===== config.mk =====
export PLATFORM = sky130hd
export DESIGN_NAME = chip8_register_and_flow_unit
export DESIGN_NICKNAME = d
export VERILOG_FILES = /design/src/hw/rtl/c8rf_pkg.sv /design/src/hw/rtl/c8rf_ram.sv /design/src/hw/rtl/c8rf_regs.sv /design/src/hw/rtl/c8rf_stack.sv /design/src/hw/rtl/c8rf_alu.sv /design/src/hw/rtl/chip8_register_and_flow_unit.sv
export SDC_FILE = /design/constraint.sdc
export NUM_CORES = 1
export LEC_CHECK = 0
export BUFFER_PORTS_ARGS = -buffer_cell sky130_fd_sc_hd__buf_2
export CAP_MARGIN = 20
export CORE_AREA = 2 2 217 219
export CTS_CLUSTER_DIAMETER = 40
export CTS_CLUSTER_SIZE = 40
export DETAILED_ROUTE_END_ITERATION = 16
export DIE_AREA = 0 0 219 221
export MAX_ROUTING_LAYER = met4
export PLACE_DENSITY_LB_ADDON = 0.2
export REMOVE_ABC_BUFFERS = 1
export SYNTH_ARGS = -nofsm -noshare
export SYNTH_HDL_FRONTEND = slang
export SYNTH_SLANG_ARGS = --single-unit

===== constraint.sdc =====
create_clock -name clk -period 3.59 [get_ports clk]
set_input_delay 0.718 -clock clk [delete_from_list [all_inputs] [get_ports clk]]
set_output_delay 0.718 -clock clk [all_outputs]
set_load 0.005 [all_outputs]

===== src/hw/rtl/c8rf_pkg.sv =====
// shared types and constants for the chip8 register and flow unit
// operation codes, field widths, reset values and the structs between the submodules
// no dependencies
package c8rf_pkg;

    localparam int CMD_W   = 5;
    localparam int REG_W   = 4;
    localparam int BYTE_W  = 8;
    localparam int ADDR_W  = 12;
    localparam int KEY_W   = 16;
    localparam int REG_CNT = 16;

    localparam int IN_DATA_W  = 56;
    localparam int OUT_DATA_W = 48;

    localparam logic [ADDR_W-1:0] PC_RESET = 12'h200;
    localparam logic [REG_W-1:0]  REG_F    = 4'hF;
    localparam logic [REG_W-1:0]  REG_V0   = 4'h0;

    localparam int STACK_DEPTH_DEF = 16;

    typedef enum logic [CMD_W-1:0] {
        CMD_RET      = 5'd0,
        CMD_JP       = 5'd1,
        CMD_CALL     = 5'd2,
        CMD_SE_IMM   = 5'd3,
        CMD_SNE_IMM  = 5'd4,
        CMD_SE_REG   = 5'd5,
        CMD_SNE_REG  = 5'd6,
        CMD_LD_IMM   = 5'd7,
        CMD_ADD_IMM  = 5'd8,
        CMD_LD_REG   = 5'd9,
        CMD_OR       = 5'd10,
        CMD_AND      = 5'd11,
        CMD_XOR      = 5'd12,
        CMD_ADD_REG  = 5'd13,
        CMD_SUB      = 5'd14,
        CMD_SHR      = 5'd15,
        CMD_SUBN     = 5'd16,
        CMD_SHL      = 5'd17,
        CMD_LD_INDEX = 5'd18,
        CMD_JP_V0    = 5'd19,
        CMD_SKP      = 5'd20,
        CMD_SKNP     = 5'd21
    } cmd_t;

    // register file write for one executed operation
    typedef struct packed {
        logic              wr_x;
        logic [REG_W-1:0]  x;
        logic [BYTE_W-1:0] result;
        logic [BYTE_W-1:0] f_next;
    } rf_wr_t;

    typedef struct packed {
        logic push;
        logic pop;
    } stk_op_t;

    typedef struct packed {
        logic              empty;
        logic              full;
        logic [ADDR_W-1:0] top;
    } stk_stat_t;

endpackage


===== src/hw/rtl/c8rf_ram.sv =====
// generic single write port, single read port ram with registered read data
// no dependencies
module c8rf_ram #(
    parameter int WIDTH = 8,
    parameter int DEPTH = 16,
    localparam int AW = (DEPTH > 1) ? $clog2(DEPTH) : 1
) (
    input  logic             clk,
    input  logic             we,
    input  logic [AW-1:0]    waddr,
    input  logic [WIDTH-1:0] wdata,
    input  logic             re,
    input  logic [AW-1:0]    raddr,
    output logic [WIDTH-1:0] rdata
);

    logic [WIDTH-1:0] mem_reg [DEPTH];
    logic [WIDTH-1:0] rdata_reg;

    always_ff @(posedge clk)
    begin
        if (we)
        begin
            mem_reg[waddr] <= wdata;
        end
        if (re)
        begin
            rdata_reg <= mem_reg[raddr];
        end
    end

    assign rdata = rdata_reg;

endmodule


===== src/hw/rtl/c8rf_regs.sv =====
// data register file: two ram copies for the x and y read ports, valid bits for reset,
// dedicated flops for v0 and vf, forwarding of a write that lands on the read edge
// depends on c8rf_pkg and c8rf_ram
module c8rf_regs
    import c8rf_pkg::*;
(
    input  logic              clk,
    input  logic              rst_n,
    input  logic              rd_en,
    input  logic [REG_W-1:0]  rd_x,
    input  logic [REG_W-1:0]  rd_y,
    input  logic [REG_W-1:0]  ex_y,
    input  logic              wr_en,
    input  rf_wr_t            wr,
    output logic [BYTE_W-1:0] vx,
    output logic [BYTE_W-1:0] vy,
    output logic [BYTE_W-1:0] v0,
    output logic [BYTE_W-1:0] vf
);

    logic [REG_CNT-1:0] valid_reg;
    logic [BYTE_W-1:0]  v0_reg;
    logic [BYTE_W-1:0]  vf_reg;
    logic               x_ovr_reg;
    logic               y_ovr_reg;
    logic [BYTE_W-1:0]  x_ovr_data_reg;
    logic [BYTE_W-1:0]  y_ovr_data_reg;
    logic [BYTE_W-1:0]  x_rdata;
    logic [BYTE_W-1:0]  y_rdata;
    logic               ram_we;
    logic               hit_x;
    logic               hit_y;
    logic [BYTE_W-1:0]  vx_ram;
    logic [BYTE_W-1:0]  vy_ram;

    // register f lives only in vf_reg
    assign ram_we = wr_en && wr.wr_x && (wr.x != REG_F);
    assign hit_x  = ram_we && (wr.x == rd_x);
    assign hit_y  = ram_we && (wr.x == rd_y);

    c8rf_ram #(
        .WIDTH (BYTE_W),
        .DEPTH (REG_CNT)
    ) u_ram_x (
        .clk   (clk),
        .we    (ram_we),
        .waddr (wr.x),
        .wdata (wr.result),
        .re    (rd_en),
        .raddr (rd_x),
        .rdata (x_rdata)
    );

    c8rf_ram #(
        .WIDTH (BYTE_W),
        .DEPTH (REG_CNT)
    ) u_ram_y (
        .clk   (clk),
        .we    (ram_we),
        .waddr (wr.x),
        .wdata (wr.result),
        .re    (rd_en),
        .raddr (rd_y),
        .rdata (y_rdata)
    );

    always_ff @(posedge clk or negedge rst_n)
    begin
        if (!rst_n)
        begin
            valid_reg <= '0;
            v0_reg    <= '0;
            vf_reg    <= '0;
        end
        else
        begin
            if (ram_we)
            begin
                valid_reg[wr.x] <= 1'b1;
            end
            if (ram_we && (wr.x == REG_V0))
            begin
                v0_reg <= wr.result;
            end
            if (wr_en)
            begin
                vf_reg <= wr.f_next;
            end
        end
    end

    // never written entries read as zero, a same-edge write wins over the ram
    always_ff @(posedge clk)
    begin
        if (rd_en)
        begin
            x_ovr_reg      <= hit_x || !valid_reg[rd_x];
            x_ovr_data_reg <= hit_x ? wr.result : '0;
            y_ovr_reg      <= hit_y || !valid_reg[rd_y];
            y_ovr_data_reg <= hit_y ? wr.result : '0;
        end
    end

    assign vx_ram = x_ovr_reg ? x_ovr_data_reg : x_rdata;
    assign vy_ram = y_ovr_reg ? y_ovr_data_reg : y_rdata;

    assign vx = (wr.x == REG_F) ? vf_reg : vx_ram;
    assign vy = (ex_y == REG_F) ? vf_reg : vy_ram;
    assign v0 = v0_reg;
    assign vf = vf_reg;

endmodule


===== src/hw/rtl/c8rf_stack.sv =====
// return stack: top entry in a register, the rest in a ram whose read port always
// points at the entry below the top, with a bypass for a push on the read edge
// depends on c8rf_pkg and c8rf_ram
module c8rf_stack
    import c8rf_pkg::*;
#(
    parameter int STACK_DEPTH = STACK_DEPTH_DEF
) (
    input  logic              clk,
    input  logic              rst_n,
    input  logic              en,
    input  stk_op_t           op,
    input  logic [ADDR_W-1:0] push_data,
    output stk_stat_t         stat
);

    localparam int AW = (STACK_DEPTH > 1) ? $clog2(STACK_DEPTH) : 1;
    localparam int DW = $clog2(STACK_DEPTH + 1);

    logic [DW-1:0]     depth_reg;
    logic [DW-1:0]     depth_next;
    logic [ADDR_W-1:0] top_reg;
    logic              byp_reg;
    logic [ADDR_W-1:0] byp_data_reg;
    logic              push;
    logic              pop;
    logic              we;
    logic [DW-1:0]     wr_ptr;
    logic [DW-1:0]     rd_ptr;
    logic [ADDR_W-1:0] rdata;
    logic [ADDR_W-1:0] second;

    assign push = en && op.push;
    assign pop  = en && op.pop;

    always_comb
    begin
        depth_next = depth_reg;
        if (push)
        begin
            depth_next = depth_reg + DW'(1);
        end
        else if (pop)
        begin
            depth_next = depth_reg - DW'(1);
        end
    end

    // a push spills the old top to entry depth-1, which is also the next read address
    assign we     = push && (depth_reg != '0);
    assign wr_ptr = depth_reg - DW'(1);
    assign rd_ptr = depth_next - DW'(2);

    c8rf_ram #(
        .WIDTH (ADDR_W),
        .DEPTH (STACK_DEPTH)
    ) u_ram (
        .clk   (clk),
        .we    (we),
        .waddr (wr_ptr[AW-1:0]),
        .wdata (top_reg),
        .re    (1'b1),
        .raddr (rd_ptr[AW-1:0]),
        .rdata (rdata)
    );

    assign second = byp_reg ? byp_data_reg : rdata;

    always_ff @(posedge clk or negedge rst_n)
    begin
        if (!rst_n)
        begin
            depth_reg <= '0;
            byp_reg   <= 1'b0;
        end
        else
        begin
            depth_reg <= depth_next;
            byp_reg   <= we;
        end
    end

    always_ff @(posedge clk)
    begin
        byp_data_reg <= top_reg;
        if (push)
        begin
            top_reg <= push_data;
        end
        else if (pop)
        begin
            top_reg <= second;
        end
    end

    assign stat.empty = (depth_reg == '0);
    assign stat.full  = (depth_reg == DW'(STACK_DEPTH));
    assign stat.top   = top_reg;

    a_no_overflow: assert property (@(posedge clk) disable iff (!rst_n)
        push |-> !stat.full)
        else $error("stack push while full");

    a_no_underflow: assert property (@(posedge clk) disable iff (!rst_n)
        pop |-> !stat.empty)
        else $error("stack pop while empty");

    a_depth_bound: assert property (@(posedge clk) disable iff (!rst_n)
        depth_reg <= DW'(STACK_DEPTH))
        else $error("stack depth out of range");

    a_push_top: assert property (@(posedge clk) disable iff (!rst_n)
        push |=> (top_reg == $past(push_data)))
        else $error("pushed address not on top");

    a_one_op: assert property (@(posedge clk) disable iff (!rst_n)
        en |-> !(op.push && op.pop))
        else $error("push and pop together");

endmodule


===== src/hw/rtl/c8rf_alu.sv =====
// execute logic for one operation: register result and flag, next pc, index,
// stack request and fault
// depends on c8rf_pkg
module c8rf_alu
    import c8rf_pkg::*;
(
    input  cmd_t              cmd,
    input  logic [REG_W-1:0]  x,
    input  logic [BYTE_W-1:0] immediate,
    input  logic [ADDR_W-1:0] target_address,
    input  logic [KEY_W-1:0]  key_mask,
    input  logic [BYTE_W-1:0] vx,
    input  logic [BYTE_W-1:0] vy,
    input  logic [BYTE_W-1:0] v0,
    input  logic [BYTE_W-1:0] vf,
    input  logic [ADDR_W-1:0] pc,
    input  logic [ADDR_W-1:0] index_value,
    input  stk_stat_t         stk,
    output rf_wr_t            wr,
    output stk_op_t           stk_op,
    output logic [ADDR_W-1:0] pc_next,
    output logic [ADDR_W-1:0] index_next,
    output logic [BYTE_W-1:0] x_after,
    output logic              stack_fault
);

    logic [BYTE_W:0]   sum;
    logic              key_down;
    logic              wr_flag;
    logic              flag;
    logic              wr_x;
    logic [BYTE_W-1:0] result;
    logic [ADDR_W-1:0] pc_skip;

    assign sum      = {1'b0, vx} + {1'b0, vy};
    assign key_down = (vx[BYTE_W-1:REG_W] == '0) && key_mask[vx[REG_W-1:0]];
    assign pc_skip  = pc + ADDR_W'(2);

    always_comb
    begin
        wr_x        = 1'b0;
        wr_flag     = 1'b0;
        flag        = 1'b0;
        result      = '0;
        pc_next     = pc;
        index_next  = index_value;
        stk_op      = '0;
        stack_fault = 1'b0;
        case (cmd)
            CMD_RET:
            begin
                if (stk.empty)
                begin
                    stack_fault = 1'b1;
                end
                else
                begin
                    stk_op.pop = 1'b1;
                    pc_next    = stk.top;
                end
            end
            CMD_JP:
            begin
                pc_next = target_address;
            end
            CMD_CALL:
            begin
                if (stk.full)
                begin
                    stack_fault = 1'b1;
                end
                else
                begin
                    stk_op.push = 1'b1;
                    pc_next     = target_address;
                end
            end
            CMD_SE_IMM:
            begin
                if (vx == immediate)
                begin
                    pc_next = pc_skip;
                end
            end
            CMD_SNE_IMM:
            begin
                if (vx != immediate)
                begin
                    pc_next = pc_skip;
                end
            end
            CMD_SE_REG:
            begin
                if (vx == vy)
                begin
                    pc_next = pc_skip;
                end
            end
            CMD_SNE_REG:
            begin
                if (vx != vy)
                begin
                    pc_next = pc_skip;
                end
            end
            CMD_LD_IMM:
            begin
                wr_x   = 1'b1;
                result = immediate;
            end
            CMD_ADD_IMM:
            begin
                wr_x   = 1'b1;
                result = vx + immediate;
            end
            CMD_LD_REG:
            begin
                wr_x   = 1'b1;
                result = vy;
            end
            CMD_OR:
            begin
                wr_x   = 1'b1;
                result = vx | vy;
            end
            CMD_AND:
            begin
                wr_x   = 1'b1;
                result = vx & vy;
            end
            CMD_XOR:
            begin
                wr_x   = 1'b1;
                result = vx ^ vy;
            end
            CMD_ADD_REG:
            begin
                wr_x    = 1'b1;
                wr_flag = 1'b1;
                flag    = sum[BYTE_W];
                result  = sum[BYTE_W-1:0];
            end
            CMD_SUB:
            begin
                wr_x    = 1'b1;
                wr_flag = 1'b1;
                flag    = (vx > vy);
                result  = vx - vy;
            end
            CMD_SHR:
            begin
                wr_x    = 1'b1;
                wr_flag = 1'b1;
                flag    = vx[0];
                result  = {1'b0, vx[BYTE_W-1:1]};
            end
            CMD_SUBN:
            begin
                wr_x    = 1'b1;
                wr_flag = 1'b1;
                flag    = (vy > vx);
                result  = vy - vx;
            end
            CMD_SHL:
            begin
                wr_x    = 1'b1;
                wr_flag = 1'b1;
                flag    = vx[BYTE_W-1];
                result  = {vx[BYTE_W-2:0], 1'b0};
            end
            CMD_LD_INDEX:
            begin
                index_next = target_address;
            end
            CMD_JP_V0:
            begin
                pc_next = {{(ADDR_W-BYTE_W){1'b0}}, v0} + target_address;
            end
            CMD_SKP:
            begin
                if (key_down)
                begin
                    pc_next = pc_skip;
                end
            end
            CMD_SKNP:
            begin
                if (!key_down)
                begin
                    pc_next = pc_skip;
                end
            end
            default:
            begin
            end
        endcase
    end

    // flag is written first, so a result aimed at register f overrides it
    assign wr.wr_x   = wr_x;
    assign wr.x      = x;
    assign wr.result = result;
    assign wr.f_next = (wr_x && (x == REG_F)) ? result :
                       (wr_flag ? {{(BYTE_W-1){1'b0}}, flag} : vf);

    assign x_after = (x == REG_F) ? wr.f_next : (wr_x ? result : vx);

endmodule


===== src/hw/rtl/chip8_register_and_flow_unit.sv =====
// top level of the chip8 register and flow unit: stream ports, input and result
// registers, program counter, index register and the execute submodules
// depends on c8rf_pkg, c8rf_regs, c8rf_stack, c8rf_alu (and c8rf_ram below them)

// Executes one decoded CHIP-8 operation per beat and returns the program counter,
// index register, register x, register f and a stack fault flag as they stand after
// it. One operation is taken every clock cycle while the output is not stalled; an
// accepted beat lands in the input register, and the edge on which it fires executes
// it into the result register, which presents the result.
// That rate is set by the execute loop: register file read, one ALU step and the
// write back all close between consecutive firing edges, with writes forwarded to the next
// operation's register file read. Data registers reset to zero through per-register
// valid bits; return stack entries are not cleared and no clearing pass is needed.
// A write on cfg_wr_en loads the program counter and must only be issued while no
// beat is in flight.
module chip8_register_and_flow_unit
    import c8rf_pkg::*;
#(
    parameter int STACK_DEPTH = STACK_DEPTH_DEF
) (
    input  logic                  clk,
    input  logic                  rst_n,
    input  logic                  s_axis_tvalid,
    output logic                  s_axis_tready,
    // cmd[4:0], reg_x[8:5], reg_y[12:9], immediate[20:13], target_address[32:21],
    // key_mask[48:33], zero[55:49]
    input  logic [IN_DATA_W-1:0]  s_axis_tdata,
    output logic                  m_axis_tvalid,
    input  logic                  m_axis_tready,
    // next_pc[11:0], index_value[23:12], x_value[31:24], flag_value[39:32],
    // stack_fault[40], zero[47:41]
    output logic [OUT_DATA_W-1:0] m_axis_tdata,
    input  logic                  cfg_wr_en,
    input  logic [ADDR_W-1:0]     cfg_wr_data
);

    logic              accept;
    logic              fire;

    logic              in_vld_reg;
    logic [CMD_W-1:0]  in_cmd_reg;
    logic [REG_W-1:0]  in_x_reg;
    logic [REG_W-1:0]  in_y_reg;
    logic [BYTE_W-1:0] in_imm_reg;
    logic [ADDR_W-1:0] in_addr_reg;
    logic [KEY_W-1:0]  in_keys_reg;

    logic [ADDR_W-1:0] pc_reg;
    logic [ADDR_W-1:0] index_reg;

    logic              out_vld_reg;
    logic [ADDR_W-1:0] out_pc_reg;
    logic [ADDR_W-1:0] out_index_reg;
    logic [BYTE_W-1:0] out_x_reg;
    logic [BYTE_W-1:0] out_f_reg;
    logic              out_fault_reg;

    logic [BYTE_W-1:0] vx;
    logic [BYTE_W-1:0] vy;
    logic [BYTE_W-1:0] v0;
    logic [BYTE_W-1:0] vf;
    rf_wr_t            rf_wr;
    stk_op_t           stk_op;
    stk_stat_t         stk_stat;
    logic [ADDR_W-1:0] pc_next;
    logic [ADDR_W-1:0] index_next;
    logic [BYTE_W-1:0] x_after;
    logic              fault;

    assign fire          = in_vld_reg && (!out_vld_reg || m_axis_tready);
    assign s_axis_tready = !in_vld_reg || fire;
    assign accept        = s_axis_tvalid && s_axis_tready;

    always_ff @(posedge clk or negedge rst_n)
    begin
        if (!rst_n)
        begin
            in_vld_reg <= 1'b0;
        end
        else if (accept)
        begin
            in_vld_reg <= 1'b1;
        end
        else if (fire)
        begin
            in_vld_reg <= 1'b0;
        end
    end

    always_ff @(posedge clk)
    begin
        if (accept)
        begin
            in_cmd_reg  <= s_axis_tdata[4:0];
            in_x_reg    <= s_axis_tdata[8:5];
            in_y_reg    <= s_axis_tdata[12:9];
            in_imm_reg  <= s_axis_tdata[20:13];
            in_addr_reg <= s_axis_tdata[32:21];
            in_keys_reg <= s_axis_tdata[48:33];
        end
    end

    c8rf_regs u_regs (
        .clk   (clk),
        .rst_n (rst_n),
        .rd_en (accept),
        .rd_x  (s_axis_tdata[8:5]),
        .rd_y  (s_axis_tdata[12:9]),
        .ex_y  (in_y_reg),
        .wr_en (fire),
        .wr    (rf_wr),
        .vx    (vx),
        .vy    (vy),
        .v0    (v0),
        .vf    (vf)
    );

    c8rf_stack #(
        .STACK_DEPTH (STACK_DEPTH)
    ) u_stack (
        .clk       (clk),
        .rst_n     (rst_n),
        .en        (fire),
        .op        (stk_op),
        .push_data (pc_reg),
        .stat      (stk_stat)
    );

    c8rf_alu u_alu (
        .cmd            (cmd_t'(in_cmd_reg)),
        .x              (in_x_reg),
        .immediate      (in_imm_reg),
        .target_address (in_addr_reg),
        .key_mask       (in_keys_reg),
        .vx             (vx),
        .vy             (vy),
        .v0             (v0),
        .vf             (vf),
        .pc             (pc_reg),
        .index_value    (index_reg),
        .stk            (stk_stat),
        .wr             (rf_wr),
        .stk_op         (stk_op),
        .pc_next        (pc_next),
        .index_next     (index_next),
        .x_after        (x_after),
        .stack_fault    (fault)
    );

    always_ff @(posedge clk or negedge rst_n)
    begin
        if (!rst_n)
        begin
            pc_reg    <= PC_RESET;
            index_reg <= '0;
        end
        else
        begin
            if (cfg_wr_en)
            begin
                pc_reg <= cfg_wr_data;
            end
            else if (fire)
            begin
                pc_reg <= pc_next;
            end
            if (fire)
            begin
                index_reg <= index_next;
            end
        end
    end

    always_ff @(posedge clk or negedge rst_n)
    begin
        if (!rst_n)
        begin
            out_vld_reg <= 1'b0;
        end
        else if (fire)
        begin
            out_vld_reg <= 1'b1;
        end
        else if (m_axis_tready)
        begin
            out_vld_reg <= 1'b0;
        end
    end

    always_ff @(posedge clk)
    begin
        if (fire)
        begin
            out_pc_reg    <= pc_next;
            out_index_reg <= index_next;
            out_x_reg     <= x_after;
            out_f_reg     <= rf_wr.f_next;
            out_fault_reg <= fault;
        end
    end

    assign m_axis_tvalid = out_vld_reg;
    assign m_axis_tdata  = {7'b0, out_fault_reg, out_f_reg, out_x_reg,
                            out_index_reg, out_pc_reg};

endmodule

==> reports/summary.txt <==
worst setup margin = -0.08912 ns
design area = 32,290 um^2
Period minus WS final = 3.679 ns
H-Tree Depth = 3
maximum clock rate = 271.8 MHz
clock share of power = 38.2%
antenna violations before repair = 2
via count = 17,220
internal power = 0.01459 W
Synth Instances = 1,724
FF-to-FF End = out_x_reg[7]$_DFFE_PP_
vias in the first global route = 17,100
Total Routed Length = 70,700 um
Die X = 219 um
Comb pwr share = 24.2%
R2R depth = 12
# DRC = 0
Setup crit start kind = flop
clock latency on the worst-skew pair = 0.62 ns
top_reg_cell synth = edfxtp_1
Placed Cells = 2,580
P_sw = 0.005943 W
Worst Setup SP = u_regs.x_ovr_reg$_DFFE_PP_
first-pass GRT wire length = 105,600 um
status = complete, but fails checks
clock buffer depth = 3
final setup violation count = 86
YS warnings = 0
Mapped Avg Cell Area = 14.82 um^2
# IOs = 123
max FFs per register = 192
Hold Path Class = input pin to async pin
antenna cells = 0
flop-to-flop setup slack = -0.09 ns
MaxCap Viol Count = 0
worst-path maximum fanout = 8
synth unique cells = 77
footprint of the multi-input gates = 9863 um^2
sequential share of the synthesized area = 61.75%
most frequent cells in the layout = 456 x edfxtp_1, 251 x buf_4, 153 x mux4_2
pwr dens = 635.7 nW/um^2
Buffers on Ports = 108
clock sinks = 544
layout cells sized above 1 = 39.08%
DR pass1 iterations = 7
fillers = 3,077
kind of critical path = flop to flop
placed instance area = 28,300 um^2
CP endpoint kind = flop
violations in the final reports = setup timing
Final Hold Fails = 0
Seq. cell area = 15,780 um^2
Die Footprint = 48,400 um^2
Slew HR = 35.03%
Mapped Area = 25,550 um^2
worst path arrival time = 4.04 ns
Max IR drop VDD = 0.0007501 V
pin count of the biggest net entering global routing = 65
Routed Antenna Nets = 0
Core Rows = 79
HPWL after DPL = 46,330 um
Sw Share = 28.95%
GR Overflow Total = 0
Clock Skew = 0.01703 ns
CTS tree = done
commonest non-fill, non-tap cell in the layout = edfxtp_1
core area = 46,060 um^2
CTS Hold Bufs = 0
WHS = 0.2224 ns
ys async rst share = 11.76%
fin nets = 2,246
Initial Util = 55.46%
Final period util = 102.5%
TritonCTS buffer count = 78
leakage = 12.23 nW
Max Slew Vio Count = 0
fin cells = 2,787
Flop pwr share = 37.6%
total track usage = 30.38%
Slew @ Worst Pin = 0.9709 ns
synthesis-stage register bit count = 544
die height = 221 um
Worst R2R Start = u_regs.x_ovr_reg$_DFFE_PP_
unrepaired setup endpoints after global routing = yes
EDFF count, synth = 456
wire per inst = 25.37 um
Clock transition at path regs = 0.06 ns
Req. time, crit path = 3.95 ns
Placer Congestion = 0.9268
clk root buf = clkbuf_16
Iter 0 DRT Violations = 2,070
Via density = 6.179
area grow syn2layout = 26.40%
cell usage after synthesis (29+ instances only):
cell type	n	area, um^2
nand3_1	29	145.1
mux2i_1	35	350.3
clkbuf_1	54	202.7
ha_1	54	675.7
nor2_1	115	431.7
dfrtp_1	63	1577
o21ai_0	65	325.3
nand2_1	141	529.3
a21oi_1	74	370.4
mux4_2	151	3401
edfxtp_1	456	13690
inv_1	54	202.7
metrics by stage:
stage | TNS [ns] | power, W | utilization (%) | worst slack [ns]
2_1_floorplan | -461.68 | 0.01051 | - | -7.353
3_5_place_dp | -24.15 | 0.01216 | 61.45 | -0.3183
4_1_cts | 0 | 0.02018 | 68.34 | 0.0006937
3_3_place_gp | -24.25 | 0.01208 | 61.45 | -0.3711
6_report | -3.775 | 0.02053 | 70.11 | -0.08912
5_1_grt | -14.75 | 0.02133 | 70.11 | -0.2218
power by group through the flow:
stage / Clock, W / Combinational (W) / Sequential [W]
4_1_cts: 0.00795 / 0.00451 / 0.00771
2_1_floorplan: 0 / 0.00275 / 0.00776
3_5_place_dp: 0 / 0.00433 / 0.00783
3_3_place_gp: 0 / 0.00427 / 0.00781
6_report: 0.00784 / 0.00496 / 0.00772
5_1_grt: 0.00824 / 0.00533 / 0.00776
cell families (layout without fill, tap and decap cells):
family,Yosys count,after routing,synth area share [%]
fa+ha+maj,59,59,3.037
mux,215,215,16.15
compound gates,288,288,7.298
simple gates,418,419,7.586
other cells,1,15,0.01468
flops,544,544,61.75
buf+inv,153,594,2.581
xor+xnor,46,46,1.577
what timing repair did:
item,CTS,global route
gates resized for setup,69,118
setup endpoints to repair,145,173
cloned,2,6
pin swaps,25,44
buffers inserted,25,32
worst max path at each step:
stage / depth (start not counted) / endpoint / slack, ns
3_5_place_dp: 16 / u_regs.u_ram_y.mem_reg[14][7]$_DFFE_PP_ / -0.32
2_1_floorplan: 9 / u_stack.u_ram.rdata[0]$_DFF_P_ / -7.35
4_1_cts: 15 / u_regs.vf[0]$_DFFE_PN0P_ / 0.0007
5_1_grt: 20 / u_regs.u_ram_y.mem_reg[9][4]$_DFFE_PP_ / -0.22
3_3_place_gp: 16 / u_regs.u_ram_y.mem_reg[14][7]$_DFFE_PP_ / -0.37
6_report: 12 / out_x_reg[7]$_DFFE_PP_ / -0.09
worst max-delay path: stages (launching register included):
cell      delay (ns)
edfxtp_1        0.41
mux2_2          0.38
mux2_4          0.31
ha_4            0.30
buf_6           0.12
a21oi_4         0.03
o21ai_2         0.19
a21oi_2         0.10
o31a_1          0.31
mux2_4          0.30
a221o_1         0.31
a211o_4         0.41
o21ba_1         0.23
metal layers:
layer | track usage, % | routed length [um] | up-vias | share of wire (%)
met3 | 5.416 | 5442 | 152 | 7.7
li1 | - | - | 7474 | -
met4 | 10.70 | 2225 | 0 | 3.1
met2 | 45.24 | 33390 | 868 | 47
met5 | - | 0 | - | 0
met1 | 42.64 | 29640 | 8727 | 42
cell type report:
type,instances,area share (%)
inverters,56,0.7401
repair inverters,4,0.09299
multi-input cells,1042,30.54
clock inverters,64,2.282
repair buffers,388,8.977
well taps,607,2.352
clock buffers,82,6.157
flip-flops and latches,544,48.86
(Power assumes the default switching activity.)
